**src/rtl/core/qconv_pkg.sv**
```systemverilog
// ============================================================================
// qconv_pkg: shared constants and types of the 5x5 quantized convolution
// Sizes, fixed-point formats, register indexes and the stage word types.
// ============================================================================
package qconv_pkg;

   localparam int LINE_WIDTH  = 32;
   localparam int KERNEL_SIZE = 5;
   localparam int SCALE_SHIFT = 7;

   localparam int TAPS        = KERNEL_SIZE * KERNEL_SIZE;
   localparam int STORED_ROWS = KERNEL_SIZE - 1;
   localparam int COL_W       = $clog2(LINE_WIDTH);
   localparam int ROWS_W      = $clog2(STORED_ROWS + 1);

   localparam int PIX_W       = 16;
   localparam int PIX_FRAC    = 12;
   localparam int WT_W        = 8;
   localparam int PROD_W      = PIX_W + WT_W;
   localparam int ROWSUM_W    = PROD_W + $clog2(KERNEL_SIZE);
   localparam int ACC_W       = 32;
   localparam int TOTAL_W     = ACC_W + 2;
   localparam int ACT_W       = 15;
   localparam int RW_W        = 11;

   localparam int CSR_IDX_W   = 3;
   localparam int CSR_DATA_W  = 64;

   localparam logic [CSR_IDX_W-1:0] CSR_ROW_WIDTH   = 3'd0;
   localparam logic [CSR_IDX_W-1:0] CSR_WEIGHTS_A   = 3'd1;
   localparam logic [CSR_IDX_W-1:0] CSR_WEIGHTS_B   = 3'd2;
   localparam logic [CSR_IDX_W-1:0] CSR_WEIGHTS_C   = 3'd3;
   localparam logic [CSR_IDX_W-1:0] CSR_WEIGHT_LAST = 3'd4;
   localparam logic [CSR_IDX_W-1:0] CSR_BIAS_CODE   = 3'd5;

   localparam logic [RW_W-1:0] ROW_WIDTH_RESET = 11'd32;
   localparam logic [RW_W-1:0] ROW_WIDTH_MIN   = RW_W'(KERNEL_SIZE);
   localparam logic [RW_W-1:0] ROW_WIDTH_MAX   = RW_W'(LINE_WIDTH);

   typedef logic [TAPS-1:0][PIX_W-1:0]        taps_type;
   typedef logic [TAPS-1:0][WT_W-1:0]         weights_type;
   typedef logic [STORED_ROWS-1:0][PIX_W-1:0] col_word_type;

   typedef struct packed {
      logic signed [ACC_W-1:0] partial;
      logic                    final_channel;
      logic                    row_end;
   } meta_type;

endpackage

```
**src/rtl/core/qconv_act.sv**
```systemverilog
// ============================================================================
// qconv_act: bias, ReLU, rescale and result register
// Holds the result word until it is taken.
// ============================================================================
module qconv_act (
   input  logic                               clock,
   input  logic                               reset,
   input  logic signed [qconv_pkg::WT_W-1:0]  bias_code,
   input  logic                               in_valid,
   output logic                               in_ready,
   input  logic signed [qconv_pkg::ACC_W-1:0] sum_in,
   input  qconv_pkg::meta_type                meta,
   output logic                               rsp_valid,
   input  logic                               rsp_ready,
   output logic signed [qconv_pkg::ACC_W-1:0] rsp_sum_out,
   output logic [qconv_pkg::ACT_W-1:0]        rsp_activation,
   output logic                               rsp_row_end
);

   localparam int T_W = qconv_pkg::ACC_W + 1;

   logic                               rsp_valid_ff;
   logic signed [qconv_pkg::ACC_W-1:0] sum_ff;
   logic [qconv_pkg::ACT_W-1:0]        act_ff, act_in;
   logic                               row_end_ff;
   logic signed [T_W-1:0]              t_val, shifted;

   assign in_ready = !rsp_valid_ff || rsp_ready;

   always_comb begin
      t_val   = T_W'(sum_in) + (T_W'(bias_code) <<< qconv_pkg::PIX_FRAC);
      shifted = t_val >>> qconv_pkg::SCALE_SHIFT;
      if (!meta.final_channel || t_val[T_W-1] || t_val == '0) begin
         act_in = '0;
      end else if (shifted[T_W-1:qconv_pkg::ACT_W] != '0) begin
         act_in = '1;
      end else begin
         act_in = shifted[qconv_pkg::ACT_W-1:0];
      end
   end

   always_ff @(posedge clock) begin
      if (reset) begin
         rsp_valid_ff <= 1'b0;
      end else if (in_ready) begin
         rsp_valid_ff <= in_valid;
      end
   end

   always_ff @(posedge clock) begin
      if (in_ready) begin
         sum_ff     <= sum_in;
         act_ff     <= act_in;
         row_end_ff <= meta.row_end;
      end
   end

   assign rsp_valid      = rsp_valid_ff;
   assign rsp_sum_out    = sum_ff;
   assign rsp_activation = act_ff;
   assign rsp_row_end    = row_end_ff;

endmodule

```
**config.mk**
```make
export PLATFORM = sky130hd
export DESIGN_NAME = qconv_act
export DESIGN_NICKNAME = d
export VERILOG_FILES = /design/src/rtl/core/qconv_pkg.sv /design/src/rtl/core/qconv_act.sv
export SDC_FILE = /design/constraint.sdc
export NUM_CORES = 1
export LEC_CHECK = 0
export BUFFER_PORTS_ARGS = -buffer_cell sky130_fd_sc_hd__buf_2
export CAP_MARGIN = 20
export CORE_ASPECT_RATIO = 0.5
export CORE_MARGIN = 3
export CORE_UTILIZATION = 48
export CTS_CLUSTER_DIAMETER = 60
export DETAILED_ROUTE_END_ITERATION = 10
export PLACE_DENSITY = 0.86
export SETUP_SLACK_MARGIN = 0.05
export SLEW_MARGIN = 30
export SYNTH_ARGS = -nofsm -noshare
export SYNTH_HDL_FRONTEND = slang
export SYNTH_SLANG_ARGS = --single-unit
```
**constraint.sdc**
```tcl
create_clock -name clock -period 4.06 [get_ports clock]
set_clock_uncertainty 0.15 [all_clocks]
set_input_delay 0.812 -clock clock [delete_from_list [all_inputs] [get_ports clock]]
set_output_delay 0.812 -clock clock [all_outputs]
set_load 0.05 [all_outputs]
```
Word level (Yosys, flattened, before mapping)
Index checks and enable logic that the tools add are counted.
Widths: inputs -> output; s select.
{ "totals": {"reg_bits": 49, "in_bits": 78, "output_inout_bits": 50, "elab_cells": 13} }
{ "op_classes": {"addsub": 1, "mux": 1, "n_reduce_logical": 7} }
{ "ops": {"columns": ["cell", "n"], "rows": [
  ["$add 32x20->33", 1],
  ["$logic_not 33->1", 1],
  ["$reduce_bool 18->1", 1],
  ["$mux 15", 1],
  ["$logic_or 1x1->1", 3],
  ["$logic_not 1->1", 2]
]} }

Longest topological paths before layout
{ "logic_depth": {"word_depth": 3, "depth_mapped": 10, "ltp_nobuf": 9} }

Worst setup path before layout
OpenSTA, ideal clock, no wires.
{ "synth_path": {"path_type": "input to register", "start": "in bias_code[3] (netlist name)", "end": "reg act_ff (netlist bit rsp_activation[11]), data pin", "setup_ns": 0.280, "t_arrival_ns": 2.923, "t_required_ns": 3.630, "path_slack_ns": 0.707, "stages": 9, "n_path_buf": 1, "cell_sequence": "ha_1 > a21o_1 > a221o_1 > o2bb2ai_1 > a211oi_2 > o221ai_2 > nor4_4 > buf_6 > a41oi_2"} }
{ "synth_between": {"elab_chain_len": 3, "word_cells_on_any_way": 6, "cone_classes": "add/sub: 1; mux: 1; reduce/logical: 4"} }
{ "synth_lines": {"columns": ["element", "line", "text"], "rows": [
  ["start, declared", "qconv_act.sv:8", "input logic signed [qconv_pkg::WT_W-1:0] bias_code,"],
  ["$add 32x20->33 *", "qconv_act.sv:31", "t_val = T_W'(sum_in) + (T_W'(bias_code) <<< qconv_pkg::PIX_FRAC);"],
  ["$reduce_bool 18->1, or another cell as far along", "qconv_act.sv:35", "end else if (shifted[T_W-1:qconv_pkg::ACT_W] != '0) begin"],
  ["$mux 15 / $logic_or 1x1->1 (equally long branches)", "qconv_act.sv:35, qconv_act.sv:33", null],
  ["end signal, assigned", "qconv_act.sv:53", "act_ff <= act_in;"],
  ["end, declared", "qconv_act.sv:24", "logic [qconv_pkg::ACT_W-1:0] act_ff, act_in;"]
]} }
Every way passes the cells marked *; elsewhere a longest branch is shown, timed or not.
A chain may end at the register's enable or synchronous reset.

Worst setup path in the final report
{ "layout_path": {"start": "in bias_code[7] (netlist name)", "end": "reg act_ff (netlist bit rsp_activation[9]), data pin"} }
The elaborated chain is that of the path after synthesis.

==> impl_metrics.env <==
export IMPL_status="finished, final reports clean"
export IMPL_std_cell_rows=19
export IMPL_synth_seq_cells=49
export IMPL_dp_cells=428
export IMPL_slew_headroom=0.574
export IMPL_path_clk_slew_ns=0.06
export IMPL_drtPass1Iterations=4
export IMPL_post_cts_setup_buffer_count=0
export IMPL_synth_seq_area_share=0.491
export IMPL_hpwl_um=5810
export IMPL_start_util=0.520
export IMPL_cts_hold_buf=0
export IMPL_drv_slew=0
export IMPL_cp_start_kind="primary input"
export IMPL_grt_start_max_net_pins=50
export IMPL_cts_resized_gates=0
export IMPL_n_antenna_cell=0
export IMPL_max_cap_violations=0
export IMPL_grt_pass1_wl_um=11500
export IMPL_netlist_area_leader_share=0.484
export IMPL_fin_nets=450
export IMPL_rsz0062_at_grt="no"
export IMPL_syn2layout_area_growth_pct=22.2
export IMPL_critPathCaptureType="register"
export IMPL_setup_violations=0
export IMPL_io_buffer_count=95
export IMPL_yosys_warnings=0
export IMPL_synth_top_area_cell="edfxtp_1"
export IMPL_regArea_um2=1460
export IMPL_wl_per_cell_um=17.3
export IMPL_yosys_cell_types_count=61
export IMPL_finalWorstSetupSlack_ns=0.516
export IMPL_nFillCells=464
export IMPL_leakagePower_nw=1.56
export IMPL_crit_type="in2reg"
export IMPL_remaining_drc_errors=0
export IMPL_h_tree_depth=2
export IMPL_die_area_um2=7250
export IMPL_drt_iter0_markers=169
export IMPL_overflow=0
export IMPL_die_w_um=117
export IMPL_core_area_um2=5730
export IMPL_io_pins=128
export IMPL_path_buf_inv=2
export IMPL_fp_dieH_um=61.7
export IMPL_drive_gt1_frac=0.364
export IMPL_syn_num_nets=353
export IMPL_finalHoldViolations=0
export IMPL_synth_area_leaders="edfxtp_1 48%, ha_1 8.4%, a21oi_1 3.7%"
export IMPL_antenna_found_initial=0
export IMPL_synth_edff_count=48
export IMPL_syn_instance_count=254
export IMPL_cts_tree="built"
export IMPL_slowest_delay_ns=0.55
export IMPL_cts_buffers_inserted=5
export IMPL_vdd_drop_max_mv=0.237
export IMPL_viasPerCell=5.67
export IMPL_via_count=2471
export IMPL_pre_cts_slack_ns=0.229
export IMPL_ant_nets=0
export IMPL_min_delay_path_class="in2reg"
export IMPL_required_ns=3.93
export IMPL_gp_congestion=0.806
export IMPL_clk_latency_ns=0.29
export IMPL_path_delay_family="simple AND/OR/NAND/NOR gates"
export IMPL_crit_path_frequent_cell="nand3_1"
export IMPL_async_flop_share=0
export IMPL_grt_usage=0.202
export IMPL_synthFlopType="edfxtp_1"
export IMPL_clock_sinks=49
export IMPL_drt_total_wl_um=7540
export IMPL_min_period_ns=3.54
export IMPL_path_cells="buf_2 > ha_1 > nand3_1 > nor3_1 > o2111ai_1 > nand3_1 > o221ai_2 > nor4_4 > buf_4 > a41oi_1"
export IMPL_p_per_area_nw_per_um2=417
export IMPL_setup_tns_ns=0
export IMPL_critical_path_max_fanout=15
export IMPL_worst_pin_slew_ns=0.638
export IMPL_multiInputGateArea_um2=1380
export IMPL_clockBufferDepth=2
export IMPL_syn_avg_cell_area_um2=11.7
export IMPL_netlist_area_um2=2980
export IMPL_finalCritPeriodShare=0.873
export IMPL_final_cells=436
export IMPL_fmax_mhz=282
export IMPL_cts_root_buffer="clkbuf_16"
export IMPL_crit_slowest_cell="ha_1"
export IMPL_crit_arrival_ns=3.41
export IMPL_grt_pass1_vias=2328
==> layout make-up <==
class                   instances  area share
flip-flops and latches         49       0.402
multi-input cells             186       0.379
repair buffers                101       0.143
clock buffers                   6      0.0354
well taps                      84      0.0289
inverters                       8     0.00825
clock inverters                 2     0.00378
==> final timing paths <==
kind,startpoint,to,slack [ns],cells past startpoint
setup reg to reg,rsp_valid,rsp_sum_out[18],2.61,2
hold reg to reg,rsp_valid,rsp_sum_out[4],0.83,2
setup / recovery,bias_code[7],rsp_activation[9],0.52,10
hold / removal,reset,rsp_valid,0.52,2
==> registers in the layout, summed over array words and instances (netlist names) <==
name            count
rsp_row_end         1
rsp_valid           1
rsp_sum_out        32
rsp_activation     15
==> logic make-up after synthesis <==
group / share of synthesized area
compound gates: 0.224
xor+xnor: 0.0265
fa+ha+maj: 0.0907
buf+inv: 0.0470
flops: 0.491
simple gates: 0.121
==> worst register-to-register path, stage by stage, from the launching register on <==
cell and delay [ns]:
dfxtp_1 0.32, nand2b_2 0.08, buf_4 0.53
==> power by group <==
| group | internal [mW] | switching, mW | total, mW |
|---|---|---|---|
| clock | 0.230 | 0.183 | 0.413 |
| combinational | 0.148 | 0.345 | 0.492 |
| sequential | 0.604 | 0.0110 | 0.615 |
==> metal layers <==
metal	track usage	part of all wire	wire length (um)	up-vias
met2	0.354	0.48	3610	95
li1	-	-	-	1219
met5	0	0	0	-
met1	0.269	0.44	3310	1148
met4	0.0401	0.0094	71	0
met3	0.0470	0.073	551	9
==> layout by cell type, fill, tap and decap left out, types with 2 or more instances in the layout <==
cell type / instances
a21oi_1: 22
ha_1: 20
nand3_1: 11
o21ai_0: 10
o211ai_1: 3
o2bb2ai_1: 3
a32o_1: 2
xor2_1: 4
a21o_1: 5
nand2_1: 10
nor3b_1: 2
o21a_1: 2
buf_2: 95
nor2_1: 15
a2bb2oi_1: 3
a41oi_2: 2
and3_2: 3
o31ai_1: 2
clkbuf_16: 5
xnor2_1: 5
buf_4: 6
a31oi_1: 9
nand3b_1: 2
edfxtp_1: 48
nand2b_1: 4
a41oi_1: 5
inv_1: 8
nand4_1: 4
a21o_2: 5
a21boi_0: 2
or2b_2: 2
nor3_1: 3
==> Yosys cell counts (all sizes together), types with 5 or more instances <==
cell type / n
nand2b: 5
nand3: 11
a21oi: 23
a31oi: 9
inv: 8
a41oi: 7
ha: 20
o21ai: 11
nor2: 15
xnor2: 5
nand2: 10
a21o: 10
buf: 6
edfxtp: 48
==> stage by stage <==
stage | util | cell area, um2 | power, mW | hold WS (ns)
floorplan | - | 2980 | 1.00 | 0.731
global placement | 0.610 | 3500 | 1.10 | 0.793
detailed placement | 0.610 | 3500 | 1.11 | 0.824
CTS | 0.635 | 3640 | 1.53 | 0.516
global route | 0.635 | 3640 | 1.59 | 0.538
finish | 0.635 | 3640 | 1.52 | 0.522
Note: power is estimated with default switching activity, not from simulation.
