$ cat config.mk
export PLATFORM = sky130hd
export DESIGN_NAME = qconv_window
export DESIGN_NICKNAME = d
export VERILOG_FILES = /design/src/rtl/core/qconv_pkg.sv /design/src/rtl/core/qconv_window.sv
export SDC_FILE = /design/constraint.sdc
export NUM_CORES = 2
export LEC_CHECK = 0
export BUFFER_PORTS_ARGS = -buffer_cell sky130_fd_sc_hd__buf_2
export CAP_MARGIN = 10
export CORE_UTILIZATION = 40
export CTS_CLUSTER_DIAMETER = 60
export CTS_CLUSTER_SIZE = 40
export DETAILED_ROUTE_END_ITERATION = 8
export MAX_ROUTING_LAYER = met4
export SLEW_MARGIN = 20
export SYNTH_ARGS = -nofsm -noshare
export SYNTH_HDL_FRONTEND = slang
export SYNTH_SLANG_ARGS = --single-unit
export TNS_END_PERCENT = 5
$ cat constraint.sdc
create_clock -name clock -period 45 [get_ports clock]
set_input_delay 2.25 -clock clock [delete_from_list [all_inputs] [get_ports clock]]
set_output_delay 2.25 -clock clock [all_outputs]
set_load 0.01 [all_outputs]
$ cat src/rtl/core/qconv_pkg.sv
// ============================================================================
// qconv_pkg: shared constants and types of the 5x5 quantized convolution
// Sizes, fixed-point formats, register indexes and the stage word types.
// ============================================================================
package qconv_pkg;

   localparam int LINE_WIDTH  = 32;
   localparam int KERNEL_SIZE = 5;
   localparam int SCALE_SHIFT = 7;

   localparam int TAPS        = KERNEL_SIZE * KERNEL_SIZE;
   localparam int STORED_ROWS = KERNEL_SIZE - 1;
   localparam int COL_W       = $clog2(LINE_WIDTH);
   localparam int ROWS_W      = $clog2(STORED_ROWS + 1);

   localparam int PIX_W       = 16;
   localparam int PIX_FRAC    = 12;
   localparam int WT_W        = 8;
   localparam int PROD_W      = PIX_W + WT_W;
   localparam int ROWSUM_W    = PROD_W + $clog2(KERNEL_SIZE);
   localparam int ACC_W       = 32;
   localparam int TOTAL_W     = ACC_W + 2;
   localparam int ACT_W       = 15;
   localparam int RW_W        = 11;

   localparam int CSR_IDX_W   = 3;
   localparam int CSR_DATA_W  = 64;

   localparam logic [CSR_IDX_W-1:0] CSR_ROW_WIDTH   = 3'd0;
   localparam logic [CSR_IDX_W-1:0] CSR_WEIGHTS_A   = 3'd1;
   localparam logic [CSR_IDX_W-1:0] CSR_WEIGHTS_B   = 3'd2;
   localparam logic [CSR_IDX_W-1:0] CSR_WEIGHTS_C   = 3'd3;
   localparam logic [CSR_IDX_W-1:0] CSR_WEIGHT_LAST = 3'd4;
   localparam logic [CSR_IDX_W-1:0] CSR_BIAS_CODE   = 3'd5;

   localparam logic [RW_W-1:0] ROW_WIDTH_RESET = 11'd32;
   localparam logic [RW_W-1:0] ROW_WIDTH_MIN   = RW_W'(KERNEL_SIZE);
   localparam logic [RW_W-1:0] ROW_WIDTH_MAX   = RW_W'(LINE_WIDTH);

   typedef logic [TAPS-1:0][PIX_W-1:0]        taps_type;
   typedef logic [TAPS-1:0][WT_W-1:0]         weights_type;
   typedef logic [STORED_ROWS-1:0][PIX_W-1:0] col_word_type;

   typedef struct packed {
      logic signed [ACC_W-1:0] partial;
      logic                    final_channel;
      logic                    row_end;
   } meta_type;

endpackage

$ cat src/rtl/core/qconv_window.sv
// ============================================================================
// qconv_window: line store, raster position and 5x5 window
// Reads one stored column per pixel, rotates it and shifts the window.
// ============================================================================
module qconv_window (
   input  logic                               clock,
   input  logic                               reset,
   input  logic [qconv_pkg::RW_W-1:0]         row_width,
   input  logic                               in_valid,
   output logic                               in_ready,
   input  logic signed [qconv_pkg::PIX_W-1:0] pixel,
   input  logic                               frame_start,
   input  logic signed [qconv_pkg::ACC_W-1:0] partial_in,
   input  logic                               final_channel,
   output logic                               win_valid,
   input  logic                               win_ready,
   output qconv_pkg::taps_type                win_taps,
   output qconv_pkg::meta_type                win_meta
);

   localparam int K = qconv_pkg::KERNEL_SIZE;
   localparam int SR = qconv_pkg::STORED_ROWS;

   logic [qconv_pkg::COL_W-1:0]  column_pos_ff, column_pos_in;
   logic [qconv_pkg::ROWS_W-1:0] rows_seen_ff, rows_seen_in;

   logic                               s1_valid_ff;
   logic signed [qconv_pkg::PIX_W-1:0] s1_pixel_ff;
   logic [qconv_pkg::COL_W-1:0]        s1_col_ff;
   logic                               s1_result_ff;
   qconv_pkg::meta_type                s1_meta_ff;
   logic                               s1_fwd_ff;
   qconv_pkg::col_word_type            fwd_word_ff;
   qconv_pkg::col_word_type            rd_word_ff;

   qconv_pkg::col_word_type line_mem [qconv_pkg::LINE_WIDTH];

   logic                    win_valid_ff;
   qconv_pkg::taps_type     taps_ff;
   qconv_pkg::meta_type     win_meta_ff;

   logic                         accept, commit, hit, has_result, at_end;
   logic [qconv_pkg::RW_W-1:0]   rw_eff, last_col;
   logic [qconv_pkg::COL_W-1:0]  col;
   logic [qconv_pkg::ROWS_W-1:0] rows;
   qconv_pkg::col_word_type      col_word, wr_word;

   assign commit   = s1_valid_ff && (!win_valid_ff || win_ready);
   assign in_ready = !s1_valid_ff || commit;
   assign accept   = in_valid && in_ready;

   always_comb begin
      if (row_width < qconv_pkg::ROW_WIDTH_MIN) begin
         rw_eff = qconv_pkg::ROW_WIDTH_MIN;
      end else if (row_width > qconv_pkg::ROW_WIDTH_MAX) begin
         rw_eff = qconv_pkg::ROW_WIDTH_MAX;
      end else begin
         rw_eff = row_width;
      end
      last_col   = rw_eff - qconv_pkg::RW_W'(1);
      col        = frame_start ? '0 : column_pos_ff;
      rows       = frame_start ? '0 : rows_seen_ff;
      has_result = (rows == qconv_pkg::ROWS_W'(SR)) &&
                   (col >= qconv_pkg::COL_W'(K - 1));
      at_end     = qconv_pkg::RW_W'(col) >= last_col;

      column_pos_in = column_pos_ff;
      rows_seen_in  = rows_seen_ff;
      if (accept) begin
         if (at_end) begin
            column_pos_in = '0;
            rows_seen_in  = (rows < qconv_pkg::ROWS_W'(SR)) ?
                            rows + qconv_pkg::ROWS_W'(1) : rows;
         end else begin
            column_pos_in = col + qconv_pkg::COL_W'(1);
            rows_seen_in  = rows;
         end
      end
   end

   // stale read when the word being written is the one just read
   assign col_word = s1_fwd_ff ? fwd_word_ff : rd_word_ff;
   assign hit      = commit && (s1_col_ff == col);

   always_comb begin
      for (int r = 0; r < SR - 1; r++) begin
         wr_word[r] = col_word[r + 1];
      end
      wr_word[SR-1] = s1_pixel_ff;
   end

   always_ff @(posedge clock) begin
      if (commit) begin
         line_mem[s1_col_ff] <= wr_word;
      end
   end

   always_ff @(posedge clock) begin
      if (accept) begin
         rd_word_ff <= line_mem[col];
      end
   end

   always_ff @(posedge clock) begin
      if (reset) begin
         column_pos_ff <= '0;
         rows_seen_ff  <= '0;
         s1_valid_ff   <= 1'b0;
         win_valid_ff  <= 1'b0;
      end else begin
         column_pos_ff <= column_pos_in;
         rows_seen_ff  <= rows_seen_in;
         if (accept) begin
            s1_valid_ff <= 1'b1;
         end else if (commit) begin
            s1_valid_ff <= 1'b0;
         end
         if (commit) begin
            win_valid_ff <= s1_result_ff;
         end else if (win_ready) begin
            win_valid_ff <= 1'b0;
         end
      end
   end

   always_ff @(posedge clock) begin
      if (accept) begin
         s1_pixel_ff                <= pixel;
         s1_col_ff                  <= col;
         s1_result_ff               <= has_result;
         s1_meta_ff.partial         <= partial_in;
         s1_meta_ff.final_channel   <= final_channel;
         s1_meta_ff.row_end         <= at_end;
         s1_fwd_ff                  <= hit;
         fwd_word_ff                <= wr_word;
      end
      if (commit) begin
         for (int r = 0; r < K; r++) begin
            for (int c = 0; c < K - 1; c++) begin
               taps_ff[K*r + c] <= taps_ff[K*r + c + 1];
            end
         end
         for (int r = 0; r < SR; r++) begin
            taps_ff[K*r + K - 1] <= col_word[r];
         end
         taps_ff[qconv_pkg::TAPS-1] <= s1_pixel_ff;
         win_meta_ff <= s1_meta_ff;
      end
   end

   assign win_valid = win_valid_ff;
   assign win_taps  = taps_ff;
   assign win_meta  = win_meta_ff;

endmodule

* Word level (Yosys, flattened, before mapping)
Memories as Yosys holds them, arrays and structs flattened. A register that Yosys moved wholly into a read port is not among the register bits. Index checks and enable logic that the tools add are counted.
Word-level totals: bits in registers 565, bits in writable memories 2048, input port bits 65, output and inout bits 436, word-level logic and storage cells 78, memories kept 1
Operators by class: add/subtract/negate cells 3, magnitude comparators 5, eq/ne operators 2, mux-type cells 14, reduce and logical (&&, ||, !) cells 10
Memory list:
- line_mem | words 32, width 64, rd ports 1, clocked after memory_dff 1, write ports 1, line qconv_window.sv:36 | qconv_pkg::col_word_type line_mem [qconv_pkg::LINE_WIDTH];
Operators with widths (number):
- 64-bit two-way mux | 1
- 11-bit two-way mux | 2
- 5-bit by 11-bit >= comparator with 1-bit output | 1
- 11-bit by 6-bit greater-than comparator with 1-bit output (second input constant) | 1
- 11-bit by 3-bit less-than comparator with 1-bit output (second input constant) | 1
- 11-bit by 1-bit subtractor with 11-bit output (second input constant) | 1
- 5-bit two-way mux | 2
- 3-bit two-way mux | 3
- 1-bit two-way mux | 6
- 5-bit by 1-bit adder with 5-bit output (second input constant) | 1
- 5-bit equality test | 1
- 5-bit by 3-bit >= comparator with 1-bit output (second input constant) | 1
- 1-bit logical AND | 4
- 2-bit nonzero test | 2
- 3-bit by 1-bit adder with 3-bit output (second input constant) | 1
- 3-bit equality test (second input constant) | 1
- 3-bit less-than comparator (second input constant) | 1
- 1-bit logical NOT | 2
- 1-bit logical OR | 2

* Logic depth before layout (Yosys ltp)
word-level depth 6, depth in mapped cells 14, mapped depth without buffers 12

* Least setup slack after synthesis
Ideal clock, no wire load.
path type input to register, start point input win_ready, end point memory line_mem[19][0] (netlist name), enable pin, library setup time 486 ps, arrival 15757 ps, required time 44514 ps, setup slack 28757 ps, cell stages on the path 5, buffers on the path 0, cells stage by stage nand2b_1 -> nand2_1 -> inv_1 -> nand3_1 -> nor2_1
Between the ends: cells in the longest elaborated chain, start to end 4
Ends and longest elaborated chain:
- from (decl) | line qconv_window.sv:16 | input logic win_ready,
- 1-bit logical OR | line qconv_window.sv:48 | assign commit = s1_valid_ff && (!win_valid_ff || win_ready);
- 1-bit logical AND | line qconv_window.sv:48
- named net commit | line qconv_window.sv:42 | logic accept, commit, hit, has_result, at_end;
- 1-bit two-way mux | line qconv_window.sv:93 | if (commit) begin
- 1-bit two-way mux (implied by the code) | line qconv_window.sv:94 | line_mem[s1_col_ff] <= wr_word;
- to (decl) | line qconv_window.sv:36
The timed path passes the listed nets, and every way through them passes these cells.

* Worst setup path after layout
start point input win_ready, end point register taps_ff (netlist bit win_taps[125]), enable pin
Between the ends: cells in the longest elaborated chain, start to end 2
Ends and longest elaborated chain:
- 1-bit logical OR | line qconv_window.sv:48
- 1-bit logical AND | line qconv_window.sv:48
- named net commit | line qconv_window.sv:42
- to (signal, indexed assignment) | line qconv_window.sv:140 | taps_ff[K*r + c] <= taps_ff[K*r + c + 1];
- to (signal, indexed assignment) | line qconv_window.sv:144 | taps_ff[K*r + K - 1] <= col_word[r];
- to (signal, indexed assignment) | line qconv_window.sv:146 | taps_ff[qconv_pkg::TAPS-1] <= s1_pixel_ff;
- to (decl) | line qconv_window.sv:39 | qconv_pkg::taps_type taps_ff;
The timed path passes the listed nets, and every way through them passes these cells. A chain may end at the register's enable or synchronous reset.

==> results.toml <==
[outcome]
status = "finished, final reports clean"

[timing]
slew_headroom_pct = 25.2
hold_viol = 0
rsz0062_at_grt = "false"
clock_skew_ps = 62.3
worstMarginPinSlew_ps = 1120
fin_crit_ps = 5910
finalCritPeriodShare_pct = 13.1
fin_setup_tns_ps = 0
maxSlewViolCount = 0
fmax_ghz = 0.169
setup_viol = 0

[worst_setup_path]
slowest_stage = "buf_4"
reg2reg_depth = 7
start_kind = "primary input"
cp_common_cell = "buf_4"
rr_endpoint = "rd_word_ff[29]"
reg2reg_from = "column_pos_ff[0]"
critPathCaptureType = "flip-flop"
crit_chain = "buf_2 > nand2b_1 > nand2_1 > inv_8 > buf_4 > buf_4 > buf_4 > buf_4"
cp.required_ps = 45470
reg2reg_setup_slack_ps = 39850
crit_fanout = 75
arrival_ps = 6380
max_stage_delay_ps = 840
critPathKind = "in2reg"

[hold_path]
hold_path.startpoint = "s1_meta_ff[18]"
hold-path-endpoint = "win_meta[18]"
whs_path_depth = 0
hold_class = "reg2reg"

[floorplan]
start_util_pct = 40.2
die-area_sq_um = 252000
die_height_um = 502
core-area_sq_um = 248000
rows = 183
die_w_um = 502
pin_count = 501

[yosys]
synth_top_area_cell = "edfxtp_1"
yosys_warnings = 0
syn-num-nets = 5541
ys_seq_area_share_pct = 80.4
ys_types = 63
syn_area_sq_um = 99800
synth.area.top_cells = "edfxtp_1, mux2_2, a21oi_1, mux2i_1, a211oi_1"
ys_ff_latch = 2677
yosys_most_used_dff = "edfxtp_1"
synthCells = 5466
synth-edff-count = 2667
syn_avg_cell_area_sq_um = 18.3
synth_top_cell_area_share_pct = 80.2
async_flop_share_pct = 0

[cts]
cts_tree = "built"
h-tree-depth = 4
cts_max_path_buffers = 3
clk_latency_ps = 880
clockRootBuffer = "clkbuf_16"
cts.sinks = 2677
cts_setup_buffers = 0
cts.repair.resized = 0
path_clk_slew_ps = 90
cts.hold.buffers_added = 0
cts_buffers = 173

[routing]
routed_wl_mm = 256
drt-met1-wl_mm = 109
drcViolationCount = 0
drtIter0Drc = 6071
avgRoutedWirePerCell_um = 27.3
wl_met3_mm = 17.9
first_pass_iters = 6
viasPerCell = 5.71
vias = 53500
ant_nets = 0
wl_met2_mm = 123
dr.max_layer_used = "met4"

[placed_design]
place_area_sq_um = 106000
routabilityCongestion = 0.786
numPortBuffers = 500
dp_hpwl_mm = 132

[layout]
design_area_sq_um = 113000
utilization_pct = 45.3
syn2layout_area_growth_pct = 12.8
nets = 5970
layout_common_cells = "edfxtp_1, buf_2, a21oi_1"
layout_commonest_cell = "edfxtp_1"
layout-drive-gt1-share_pct = 21.8

[power_and_ir_drop]
p_leak_uw = 0.0354
ir_drop_v = 0.0000427
power_density_nw_per_um2 = 43.2

[grt]
gr-total-overflow = 0
antenna_found_initial = 2
grt_pass1_vias = 52100
grt_use_total_pct = 20.5
grt_max_degree = 177
grt_pass1_wl_mm = 368

[run]
cap_violations = 0
[critical path, delay by kind of cell]
| kind | cells | cell delay, ps |
|---|---|---|
| AND/OR/NAND/NOR | 2 | 390 |
| buffers and inverters | 6 | 3460 |
[through the flow]
stage	hold WS, ps	worst slack [ps]	instances	power [uW]
floorplan	400	28760	5466	2990
global placement	400	38190	9040	3070
detailed placement	405	38110	9040	3070
CTS	407	39040	9364	4900
global route	416	38710	9374	5010
finish	404	39090	9377	4860
[cell type report]
type	instances	area [sq um]
flip-flops and latches	2677	80300
multi-input cells	2414	17800
clock buffers	181	4420
clock inverters	143	2250
well taps	3330	4170
fillers	21100	136000
repair buffers	618	3550
diodes	3	7.51
inverters	11	73.8
[cells by family (layout without fill, tap and decap cells)]
logic type,after synthesis,count (layout),synth area share [%]
other,0,3,0
XOR/XNOR,7,7,0.0614
multiplexers,511,511,5.81
flip-flops,2677,2677,80.4
adder cells (fa/ha/maj),10,10,0.125
buffers and inverters,375,953,2.03
AND/OR/NAND/NOR,547,547,2.64
AO/OA/AOI/OAI,1339,1339,8.92
[flip-flops by register name, indices dropped and copies added (netlist names), 3 cells and up]
signal and cells:
win_taps 400, s1_col_ff 5, win_meta 34, rows_seen_ff 3, rd_word_ff 64, s1_pixel_ff 16
fwd_word_ff 64, column_pos_ff 5, line_mem 2048, s1_meta_ff 34
[synthesized netlist by cell type, types with 56 or more instances]
cell / n
nor2_1: 65
a22oi_1: 194
mux2_2: 268
buf_2: 124
nor4_1: 57
nor2b_1: 56
mux2i_1: 215
a211oi_1: 240
edfxtp_1: 2667
a221oi_1: 192
o21ai_0: 196
nand2_1: 213
clkbuf_1: 157
nand3_1: 72
a21oi_1: 440
[how the worst max path moves through the flow]
stage / from / end / depth (start not counted)
2_1_floorplan: win_ready / line_mem[19][0] / 5
3_3_place_gp: win_ready / win_taps[224] / 8
3_5_place_dp: win_ready / win_taps[178] / 8
4_1_cts: win_ready / win_taps[125] / 8
5_1_grt: win_ready / win_taps[125] / 8
6_report: win_ready / win_taps[125] / 8
[power breakdown]
group | internal [uW] | switching, uW | total [uW]
clock network | 846 | 1000 | 1850
logic | 52.8 | 150 | 203
registers | 2790 | 17.3 | 2810
total | 3690 | 1170 | 4860
[per-layer routing]
| layer | global-route usage, % | vias up |
|---|---|---|
| met5 | - | - |
| met4 | 5.16 | 0 |
| met2 | 32.6 | 2164 |
| met1 | 28.1 | 28000 |
| li1 | - | 23000 |
| met3 | 2.61 | 334 |
No activity file was read; power rests on OpenSTA's default activity.
